[src/i2ctsr_pkg.sv]
// Shared types and constants for the I2C target shadow register file.
package i2ctsr_pkg;

    localparam int STORE_BYTES_DEF = 128;
    localparam int NUM_FIELDS = 5;
    localparam int CFG_IDX_W = 3;
    localparam int CFG_DATA_W = 14;
    localparam logic [6:0] WB_RESET = 7'd16;

    localparam logic [2:0] REQ_BYTE = 3'd0;
    localparam logic [2:0] REQ_READ = 3'd1;
    localparam logic [2:0] REQ_STOP = 3'd2;
    localparam logic [2:0] REQ_LOCAL = 3'd3;
    localparam logic [2:0] REQ_TAKE = 3'd4;

    localparam logic [CFG_IDX_W-1:0] CFG_WB = 3'd0;
    localparam logic [CFG_IDX_W-1:0] CFG_FIELD_A = 3'd1;

    typedef struct packed {
        logic [6:0] wb;
        logic       hit;
        logic [6:0] fs;
        logic [7:0] fend;
    } cfg_t;

    typedef struct packed {
        logic [7:0] rd;
        logic       com;
        logic       taken;
    } res_t;

endpackage

[src/i2ctsr_ram.sv]
// Single-port-write, single-port-read byte memory with registered read data.
module i2ctsr_ram #(
    parameter int DEPTH = 128,
    parameter int AW = 7
) (
    input  logic          aclk,
    input  logic          we,
    input  logic [AW-1:0] waddr,
    input  logic [7:0]    wdata,
    input  logic [AW-1:0] raddr,
    output logic [7:0]    rdata
);

    logic [7:0] mem [DEPTH];

    always_ff @(posedge aclk) begin
        if (we) begin
            mem[waddr] <= wdata;
        end
        rdata <= mem[raddr];
    end

endmodule

[src/i2ctsr_cfg.sv]
// Configuration registers and string field lookup for the transaction start.
module i2ctsr_cfg
    import i2ctsr_pkg::*;
(
    input  logic                  aclk,
    input  logic                  aresetn,
    input  logic                  cfg_valid,
    output logic                  cfg_ready,
    input  logic [CFG_IDX_W-1:0]  cfg_index,
    input  logic [CFG_DATA_W-1:0] cfg_data,
    input  logic [7:0]            txn_start,
    output cfg_t                  cfg
);

    logic [6:0]            wb_reg;
    logic [CFG_DATA_W-1:0] fld_reg [NUM_FIELDS];

    assign cfg_ready = 1'b1;

    always_ff @(posedge aclk) begin
        if (!aresetn) begin
            wb_reg <= WB_RESET;
            for (int f = 0; f < NUM_FIELDS; f++) begin
                fld_reg[f] <= '0;
            end
        end else if (cfg_valid) begin
            if (cfg_index == CFG_WB) begin
                wb_reg <= cfg_data[6:0];
            end
            for (int f = 0; f < NUM_FIELDS; f++) begin
                if (cfg_index == CFG_FIELD_A + CFG_IDX_W'(f)) begin
                    fld_reg[f] <= cfg_data;
                end
            end
        end
    end

    // first enabled field whose start matches wins
    always_comb begin
        cfg.wb   = wb_reg;
        cfg.hit  = 1'b0;
        cfg.fs   = '0;
        cfg.fend = '0;
        for (int f = NUM_FIELDS - 1; f >= 0; f--) begin
            if (fld_reg[f][13:7] != 7'd0 && {1'b0, fld_reg[f][6:0]} == txn_start) begin
                cfg.hit  = 1'b1;
                cfg.fs   = fld_reg[f][6:0];
                cfg.fend = 8'(fld_reg[f][6:0]) + 8'(fld_reg[f][13:7]);
            end
        end
    end

endmodule

[src/i2ctsr_core.sv]
// Request sequencer with live and shadow stores, copy sweeps and clearing pass.
module i2ctsr_core
    import i2ctsr_pkg::*;
#(
    parameter int STORE_BYTES = STORE_BYTES_DEF,
    parameter int AW = $clog2(STORE_BYTES)
) (
    input  logic       aclk,
    input  logic       aresetn,
    input  logic       in_valid,
    output logic       in_ready,
    input  logic [2:0] in_req,
    input  logic [7:0] in_data,
    input  logic [6:0] in_laddr,
    input  cfg_t       cfg,
    output logic [7:0] txn_start,
    output logic       res_valid,
    input  logic       res_ready,
    output res_t       res
);

    localparam logic [2:0] S_CLR  = 3'd0;
    localparam logic [2:0] S_IDLE = 3'd1;
    localparam logic [2:0] S_DISP = 3'd2;
    localparam logic [2:0] S_MOD  = 3'd3;
    localparam logic [2:0] S_RD   = 3'd4;
    localparam logic [2:0] S_COPY = 3'd5;
    localparam logic [2:0] S_FIN  = 3'd6;

    localparam logic [AW-1:0] LAST = AW'(STORE_BYTES - 1);
    localparam logic [AW:0]   CNT_END = (AW+1)'(STORE_BYTES);
    localparam logic [8:0]    N9 = 9'(STORE_BYTES);

    logic [2:0]    state_reg, state_next;
    logic [2:0]    req_reg, req_next;
    logic [7:0]    data_reg, data_next;
    logic [7:0]    val_reg, val_next;
    logic [AW-1:0] ptr_reg, ptr_next;
    logic [AW-1:0] start_reg, start_next;
    logic          seen_reg, seen_next;
    logic          has_reg, has_next;
    logic          pend_reg, pend_next;
    logic          dir_reg, dir_next;
    logic [AW:0]   cnt_reg, cnt_next;
    res_t          res_reg, res_next;

    logic          live_we, sh_we;
    logic [AW-1:0] live_wa, sh_wa, live_ra, sh_ra;
    logic [7:0]    live_wd, sh_wd, live_rd, sh_rd;
    logic [AW-1:0] copy_wa, ptr_inc;
    logic          ptr_wr_ok, in_field;

    i2ctsr_ram #(.DEPTH(STORE_BYTES), .AW(AW)) u_live (
        .aclk(aclk), .we(live_we), .waddr(live_wa), .wdata(live_wd),
        .raddr(live_ra), .rdata(live_rd)
    );

    i2ctsr_ram #(.DEPTH(STORE_BYTES), .AW(AW)) u_shadow (
        .aclk(aclk), .we(sh_we), .waddr(sh_wa), .wdata(sh_wd),
        .raddr(sh_ra), .rdata(sh_rd)
    );

    assign in_ready  = (state_reg == S_IDLE);
    assign res_valid = (state_reg == S_FIN);
    assign res       = res_reg;
    assign txn_start = 8'(start_reg);

    assign copy_wa   = AW'(cnt_reg - 1'b1);
    assign ptr_inc   = (ptr_reg == LAST) ? '0 : ptr_reg + 1'b1;
    assign ptr_wr_ok = 9'(ptr_reg) >= 9'(cfg.wb);
    assign in_field  = cfg.hit && 9'(copy_wa) >= 9'(cfg.fs) && 9'(copy_wa) < 9'(cfg.fend);

    always_comb begin
        state_next = state_reg;
        req_next   = req_reg;
        data_next  = data_reg;
        val_next   = val_reg;
        ptr_next   = ptr_reg;
        start_next = start_reg;
        seen_next  = seen_reg;
        has_next   = has_reg;
        pend_next  = pend_reg;
        dir_next   = dir_reg;
        cnt_next   = cnt_reg;
        res_next   = res_reg;
        live_we    = 1'b0;
        live_wa    = copy_wa;
        live_wd    = sh_rd;
        live_ra    = ptr_reg;
        sh_we      = 1'b0;
        sh_wa      = copy_wa;
        sh_wd      = live_rd;
        sh_ra      = cnt_reg[AW-1:0];

        case (state_reg)
            S_CLR: begin
                live_we  = 1'b1;
                live_wa  = cnt_reg[AW-1:0];
                live_wd  = '0;
                cnt_next = cnt_reg + 1'b1;
                if (cnt_reg[AW-1:0] == LAST) begin
                    state_next = S_IDLE;
                end
            end
            S_IDLE: begin
                if (in_valid) begin
                    req_next   = in_req;
                    data_next  = in_data;
                    val_next   = (in_req == REQ_LOCAL) ? {1'b0, in_laddr} : in_data;
                    res_next   = '0;
                    state_next = S_DISP;
                end
            end
            S_DISP: begin
                cnt_next = '0;
                case (req_reg)
                    REQ_BYTE: begin
                        if (!seen_reg) begin
                            state_next = S_MOD;
                        end else if (has_reg) begin
                            sh_we      = ptr_wr_ok;
                            sh_wa      = ptr_reg;
                            sh_wd      = data_reg;
                            ptr_next   = ptr_inc;
                            state_next = S_FIN;
                        end else begin
                            dir_next   = 1'b0;
                            state_next = S_COPY;
                        end
                    end
                    REQ_READ: begin
                        live_ra    = ptr_reg;
                        ptr_next   = ptr_inc;
                        state_next = S_RD;
                    end
                    REQ_STOP: begin
                        if (has_reg) begin
                            dir_next   = 1'b1;
                            state_next = S_COPY;
                        end else begin
                            seen_next  = 1'b0;
                            state_next = S_FIN;
                        end
                    end
                    REQ_LOCAL: begin
                        state_next = S_MOD;
                    end
                    REQ_TAKE: begin
                        res_next.taken = pend_reg;
                        pend_next      = 1'b0;
                        state_next     = S_FIN;
                    end
                    default: begin
                        state_next = S_FIN;
                    end
                endcase
            end
            S_MOD: begin
                live_ra = val_reg[AW-1:0];
                if ({1'b0, val_reg} >= N9) begin
                    val_next = 8'({1'b0, val_reg} - N9);
                end else if (req_reg == REQ_BYTE) begin
                    ptr_next   = val_reg[AW-1:0];
                    start_next = val_reg[AW-1:0];
                    seen_next  = 1'b1;
                    has_next   = 1'b0;
                    state_next = S_FIN;
                end else begin
                    state_next = S_RD;
                end
            end
            S_RD: begin
                res_next.rd = live_rd;
                state_next  = S_FIN;
            end
            S_COPY: begin
                live_ra  = cnt_reg[AW-1:0];
                cnt_next = cnt_reg + 1'b1;
                if (cnt_reg != '0) begin
                    if (dir_reg) begin
                        live_we = 1'b1;
                    end else begin
                        sh_we = 1'b1;
                        if (copy_wa == ptr_reg && ptr_wr_ok) begin
                            sh_wd = data_reg;
                        end else if (in_field) begin
                            sh_wd = '0;
                        end
                    end
                end
                if (cnt_reg == CNT_END) begin
                    if (dir_reg) begin
                        pend_next    = 1'b1;
                        res_next.com = 1'b1;
                        seen_next    = 1'b0;
                        has_next     = 1'b0;
                    end else begin
                        ptr_next = ptr_inc;
                        has_next = 1'b1;
                    end
                    state_next = S_FIN;
                end
            end
            S_FIN: begin
                if (res_ready) begin
                    state_next = S_IDLE;
                end
            end
            default: begin
                state_next = S_IDLE;
            end
        endcase
    end

    always_ff @(posedge aclk) begin
        if (!aresetn) begin
            state_reg <= S_CLR;
            ptr_reg   <= '0;
            start_reg <= '0;
            seen_reg  <= 1'b0;
            has_reg   <= 1'b0;
            pend_reg  <= 1'b0;
            cnt_reg   <= '0;
        end else begin
            state_reg <= state_next;
            ptr_reg   <= ptr_next;
            start_reg <= start_next;
            seen_reg  <= seen_next;
            has_reg   <= has_next;
            pend_reg  <= pend_next;
            cnt_reg   <= cnt_next;
        end
    end

    always_ff @(posedge aclk) begin
        req_reg  <= req_next;
        data_reg <= data_next;
        val_reg  <= val_next;
        dir_reg  <= dir_next;
        res_reg  <= res_next;
    end

endmodule

[src/i2c_target_shadow_register_file.sv]
// Top level of the I2C target shadow register file with result output register.
//
//  channel   ports                                         direction
//  s_        s_valid s_ready s_req_type s_data_byte s_local_address   in
//  m_        m_valid m_ready m_read_data m_committed m_update_taken   out
//  cfg_      cfg_valid cfg_ready cfg_index cfg_data                  in
//
// A first data byte or a committing stop runs one sweep over the whole memory;
// pointer bytes and local reads reduce their address by repeated subtraction of STORE_BYTES.
// After reset the live store is cleared one entry a cycle, and no items are taken meanwhile.
// A waiting result sits in the output register while the next item is taken.
module i2c_target_shadow_register_file
    import i2ctsr_pkg::*;
#(
    parameter int STORE_BYTES = STORE_BYTES_DEF
) (
    input  logic                  aclk,
    input  logic                  aresetn,
    input  logic                  s_valid,
    output logic                  s_ready,
    input  logic [2:0]            s_req_type,
    input  logic [7:0]            s_data_byte,
    input  logic [6:0]            s_local_address,
    output logic                  m_valid,
    input  logic                  m_ready,
    output logic [7:0]            m_read_data,
    output logic                  m_committed,
    output logic                  m_update_taken,
    input  logic                  cfg_valid,
    output logic                  cfg_ready,
    input  logic [CFG_IDX_W-1:0]  cfg_index,
    input  logic [CFG_DATA_W-1:0] cfg_data
);

    cfg_t       cfg;
    res_t       res;
    logic [7:0] txn_start;
    logic       res_valid, res_ready;
    logic       m_valid_reg, m_valid_next;
    res_t       out_reg, out_next;

    i2ctsr_cfg u_cfg (
        .aclk(aclk), .aresetn(aresetn),
        .cfg_valid(cfg_valid), .cfg_ready(cfg_ready),
        .cfg_index(cfg_index), .cfg_data(cfg_data),
        .txn_start(txn_start), .cfg(cfg)
    );

    i2ctsr_core #(.STORE_BYTES(STORE_BYTES)) u_core (
        .aclk(aclk), .aresetn(aresetn),
        .in_valid(s_valid), .in_ready(s_ready),
        .in_req(s_req_type), .in_data(s_data_byte), .in_laddr(s_local_address),
        .cfg(cfg), .txn_start(txn_start),
        .res_valid(res_valid), .res_ready(res_ready), .res(res)
    );

    assign res_ready = !m_valid_reg || m_ready;

    always_comb begin
        m_valid_next = m_valid_reg;
        out_next     = out_reg;
        if (m_valid_reg && m_ready) begin
            m_valid_next = 1'b0;
        end
        if (res_valid && res_ready) begin
            m_valid_next = 1'b1;
            out_next     = res;
        end
    end

    always_ff @(posedge aclk) begin
        if (!aresetn) begin
            m_valid_reg <= 1'b0;
        end else begin
            m_valid_reg <= m_valid_next;
        end
    end

    always_ff @(posedge aclk) begin
        out_reg <= out_next;
    end

    assign m_valid        = m_valid_reg;
    assign m_read_data    = out_reg.rd;
    assign m_committed    = out_reg.com;
    assign m_update_taken = out_reg.taken;

    a_one_kind: assert property (@(posedge aclk) disable iff (!aresetn)
        m_valid |-> !(m_committed && m_update_taken))
        else $error("commit and take flagged in one item");

    a_commit_no_data: assert property (@(posedge aclk) disable iff (!aresetn)
        m_valid && (m_committed || m_update_taken) |-> m_read_data == 8'd0)
        else $error("read data on a commit or take item");

    a_clear_blocks: assert property (@(posedge aclk) disable iff (!aresetn)
        $rose(aresetn) |-> !s_ready)
        else $error("item taken during clearing pass");

endmodule

[config.mk]
export PLATFORM = sky130hd
export DESIGN_NAME = i2c_target_shadow_register_file
export DESIGN_NICKNAME = d
export VERILOG_FILES = /design/src/i2ctsr_pkg.sv /design/src/i2ctsr_ram.sv /design/src/i2ctsr_cfg.sv /design/src/i2ctsr_core.sv /design/src/i2c_target_shadow_register_file.sv
export SDC_FILE = /design/constraint.sdc
export NUM_CORES = 2
export LEC_CHECK = 0
export BUFFER_PORTS_ARGS = -buffer_cell sky130_fd_sc_hd__buf_2
export CELL_PAD_IN_SITES_DETAIL_PLACEMENT = 1
export CELL_PAD_IN_SITES_GLOBAL_PLACEMENT = 1
export CORE_MARGIN = 5
export CORE_UTILIZATION = 60
export DETAILED_ROUTE_END_ITERATION = 8
export PLACE_DENSITY = 0.83
export SYNTH_ARGS = -nofsm -noshare
export SYNTH_HDL_FRONTEND = slang
export SYNTH_SLANG_ARGS = --single-unit
[constraint.sdc]
create_clock -name aclk -period 12.8 [get_ports aclk]
set_input_delay 0.64 -clock aclk [delete_from_list [all_inputs] [get_ports aclk]]
set_output_delay 0.64 -clock aclk [all_outputs]
set_load 0.02 [all_outputs]
==> flow_summary_export.csv <==
group,metric,value,unit
finish,nets,5093,
synth,ys_async_sr_fraction,0,%
drt,drtPass1Iterations,8,
synth,syn_avg_cell_area,18.5,sq um
worst_setup_path,startpoint,"u_cfg.fld_reg[0][52]",
worst_setup_path,crit_fanout,88,
hold_path,hp-class,"in -> reg",
synth,synth_warnings,0,
finish,drive_gt1_share,22.9,%
synth,dominantRegCellSynth,"edfxtp_1",
timing,slew_headroom,4.65,%
timing,rsz0062_at_grt,"no",
finish,layout.core_utilization,66.5,%
placement,placedInstanceArea,0.0927,sq mm
grt,overflow,0,
drt,final_antenna_net_count,0,
die,die_height,399,microns
timing,skew,0.0596,ns
finish,final_common_cell,"edfxtp_1",
finish,layout_common_cells,"edfxtp_1 (2158), mux2_2 (390), nor2_1 (349), mux4_2 (330), mux2i_1 (281)",
pwr,leakage,33.2,nW
placement,gp_congestion,0.880,
grt,antenna_found_initial,17,
grt,track_usage,34.2,%
drt,drc_errors,0,
grt,grt_max_degree,129,
placement,portBuffers,51,
worst_setup_path,r2r_start,"u_cfg.fld_reg[0][52]",
synth,synth_cell_type_count,64,
clock_tree,max-clock-path-buffers,3,
synth,ys_seq_elements,2210,
die,chipWidth,399,microns
grt,grt_pass1_vias,52600,
clock_tree,cts_sinks,2210,
drt,viasPerCell,7.15,
synth,syn_inst,4904,
timing,hold_viol_final,0,
timing,finalSetupTns,0,ns
pwr,p_per_area,151,mW/mm^2
worst_setup_path,startpoint_type,"register",
synth,synth_fp_nets,5008,
pwr,max-vdd-ir-drop,0.139,mV
clock_tree,cts_tree,"built",
synth,syn_area,0.0906,sq mm
finish,fillers,12300,
die,initial_core_util,60.4,%
worst_setup_path,critPathKind,"reg -> reg",
clock_tree,cts.repair.resized,0,
timing,worstMarginPinSlew,1.43,ns
clock_tree,worst_skew_pair.late_latency,0.87,ns
placement,dpl.hpwl,154,mm
die,num_io_pins,53,
finish,syn2layout_area_growth,10.1,%
clock_tree,cts_max_level,4,
worst_setup_path,worst_ep_arrival_time,7.17,ns
timing,fin_crit_sh,52.6,%
die,rows,142,
clock_tree,path_clk_slew,0.07,ns
timing,setup_viol,0,
drt,wl,270,mm
hold_path,hold_path_startpoint,"s_data_byte[7]",
clock_tree,numCtsBuffers,212,
clock_tree,cts_root_buf,"clkbuf_16",
die,dieArea,0.159,sq mm
drt,drt_iter0_drc,7997,
status,status,"finished, final reports clean",
timing,max_freq,148,MHz
synth,synth_edf_count,2158,
grt,grt_pass1_wl,390,mm
worst_setup_path,worstPathRequired,13.23,ns
timing,period_minus_slack,6.74,ns
die,core,0.150,sq mm
synth,ys_seq_area_share,72.7,%
finish,final_area,0.0997,sq mm
worst_setup_path,endpoint_kind,"register",
drt,wl_per_cell,37.5,microns
flow_run,drv_cap,0,
drt,vias,51400,
timing,final_max_slew_viol_count,0,
-- cell families after synthesis --
family	share of synthesized area, %
other	0.00414
adder cells (fa/ha/maj)	0.925
AO/OA/AOI/OAI	4.23
flip-flops	72.7
AND/OR/NAND/NOR	3.43
multiplexers	16.2
XOR/XNOR	0.725
buffers and inverters	1.84
-- timing repair --
| item | in CTS | in global routing |
|---|---|---|
| hold endpoints to repair | 11 | 0 |
| setup buffers | 0 | 0 |
| hold buffers | 11 | 0 |
-- worst paths after layout --
check	slack, ns	depth (start not counted)	end
max	6.06	22	u_core.u_shadow.mem[67][0]
min	0.06	1	u_core.data_reg[7]
max reg2reg	6.06	22	u_core.u_shadow.mem[67][0]
min reg2reg	0.44	0	m_update_taken
-- stage by stage --
| step | instances | setup slack (ns) | total power, mW | hold WS [ns] |
|---|---|---|---|---|
| 3_3_place_gp | 6779 | 6.63 | 8.86 | 0.407 |
| 5_1_grt | 7180 | 5.76 | 15.5 | 0.0115 |
| 2_1_floorplan | 4904 | 6.80 | 8.61 | 0.400 |
| 4_1_cts | 7179 | 6.27 | 15.1 | 0.00175 |
| 3_5_place_dp | 6779 | 6.36 | 8.89 | 0.423 |
| 6_report | 7189 | 6.06 | 15.1 | 0.0581 |
-- per-layer routing --
metal	part of all wire, %	wire [microns]	track usage, %
met5	0.032	87	0
met4	4.2	11200	12.1
met3	11	29700	7.97
met2	48	130000	54.6
met1	37	99000	46.9
-- area by class of cell --
cell class / count / area [sq um] / share of cell area [%]
clock inverter: 122 / 1280 / 1.28
inverter: 37 / 139 / 0.139
timing repair buffer: 153 / 1090 / 1.10
multi-input combinational: 2375 / 23300 / 23.3
tap: 2016 / 2520 / 2.53
clock buffer: 267 / 5540 / 5.56
antenna: 9 / 22.5 / 0.0226
sequential: 2210 / 65900 / 66.0
-- critical path, stage by stage (launching register included) --
cell and delay, ns:
edfxtp_1 0.39, or4_1 0.53, nor4_1 0.45, nor4_2 0.11, buf_4 0.22, nor2_1 0.65
a22oi_1 0.20, nand2_1 0.11, o211ai_1 0.14, o211ai_1 0.16, o21ai_0 0.14, ha_1 0.37
a211oi_1 0.29, nand2_1 0.12, nor4_1 0.29, o211ai_1 0.17, a311oi_1 0.35, nor3b_1 0.09
o311ai_0 0.11, o21ai_1 0.18, buf_4 0.27, a22o_4 0.38, buf_4 0.44
-- cell usage after synthesis, drive strengths merged, types with 11 or more instances --
library cell | instances | area, sq um
o211ai | 16 | 120
a211oi | 14 | 110
xnor2 | 49 | 429
ha | 59 | 738
nor3 | 34 | 170
o31ai | 15 | 113
clkbuf | 142 | 533
mux2i | 281 | 2810
a22oi | 85 | 638
nor2b | 23 | 144
mux2 | 390 | 4390
edfxtp | 2158 | 64800
xor2 | 26 | 228
inv | 34 | 128
nand2 | 139 | 522
nand3 | 48 | 240
or4 | 12 | 90.1
a221oi | 129 | 1130
o22ai | 15 | 93.8
nand4 | 13 | 81.3
o41ai | 32 | 280
dfxtp | 52 | 1040
a22o | 11 | 96.3
nand2b | 13 | 81.3
buf | 140 | 992
a21o | 15 | 113
and2 | 26 | 163
a31oi | 13 | 81.3
nor4 | 19 | 119
o21ai | 55 | 275
a21oi | 94 | 470
mux4 | 330 | 7430
nor2 | 350 | 1310
-- power breakdown --
group	switching, mW	total [mW]	internal (mW)
registers	0.0495	8.03	7.98
clock network	2.87	6.28	3.41
logic	0.478	0.750	0.272
Note: power is estimated with default switching activity, not from simulation.
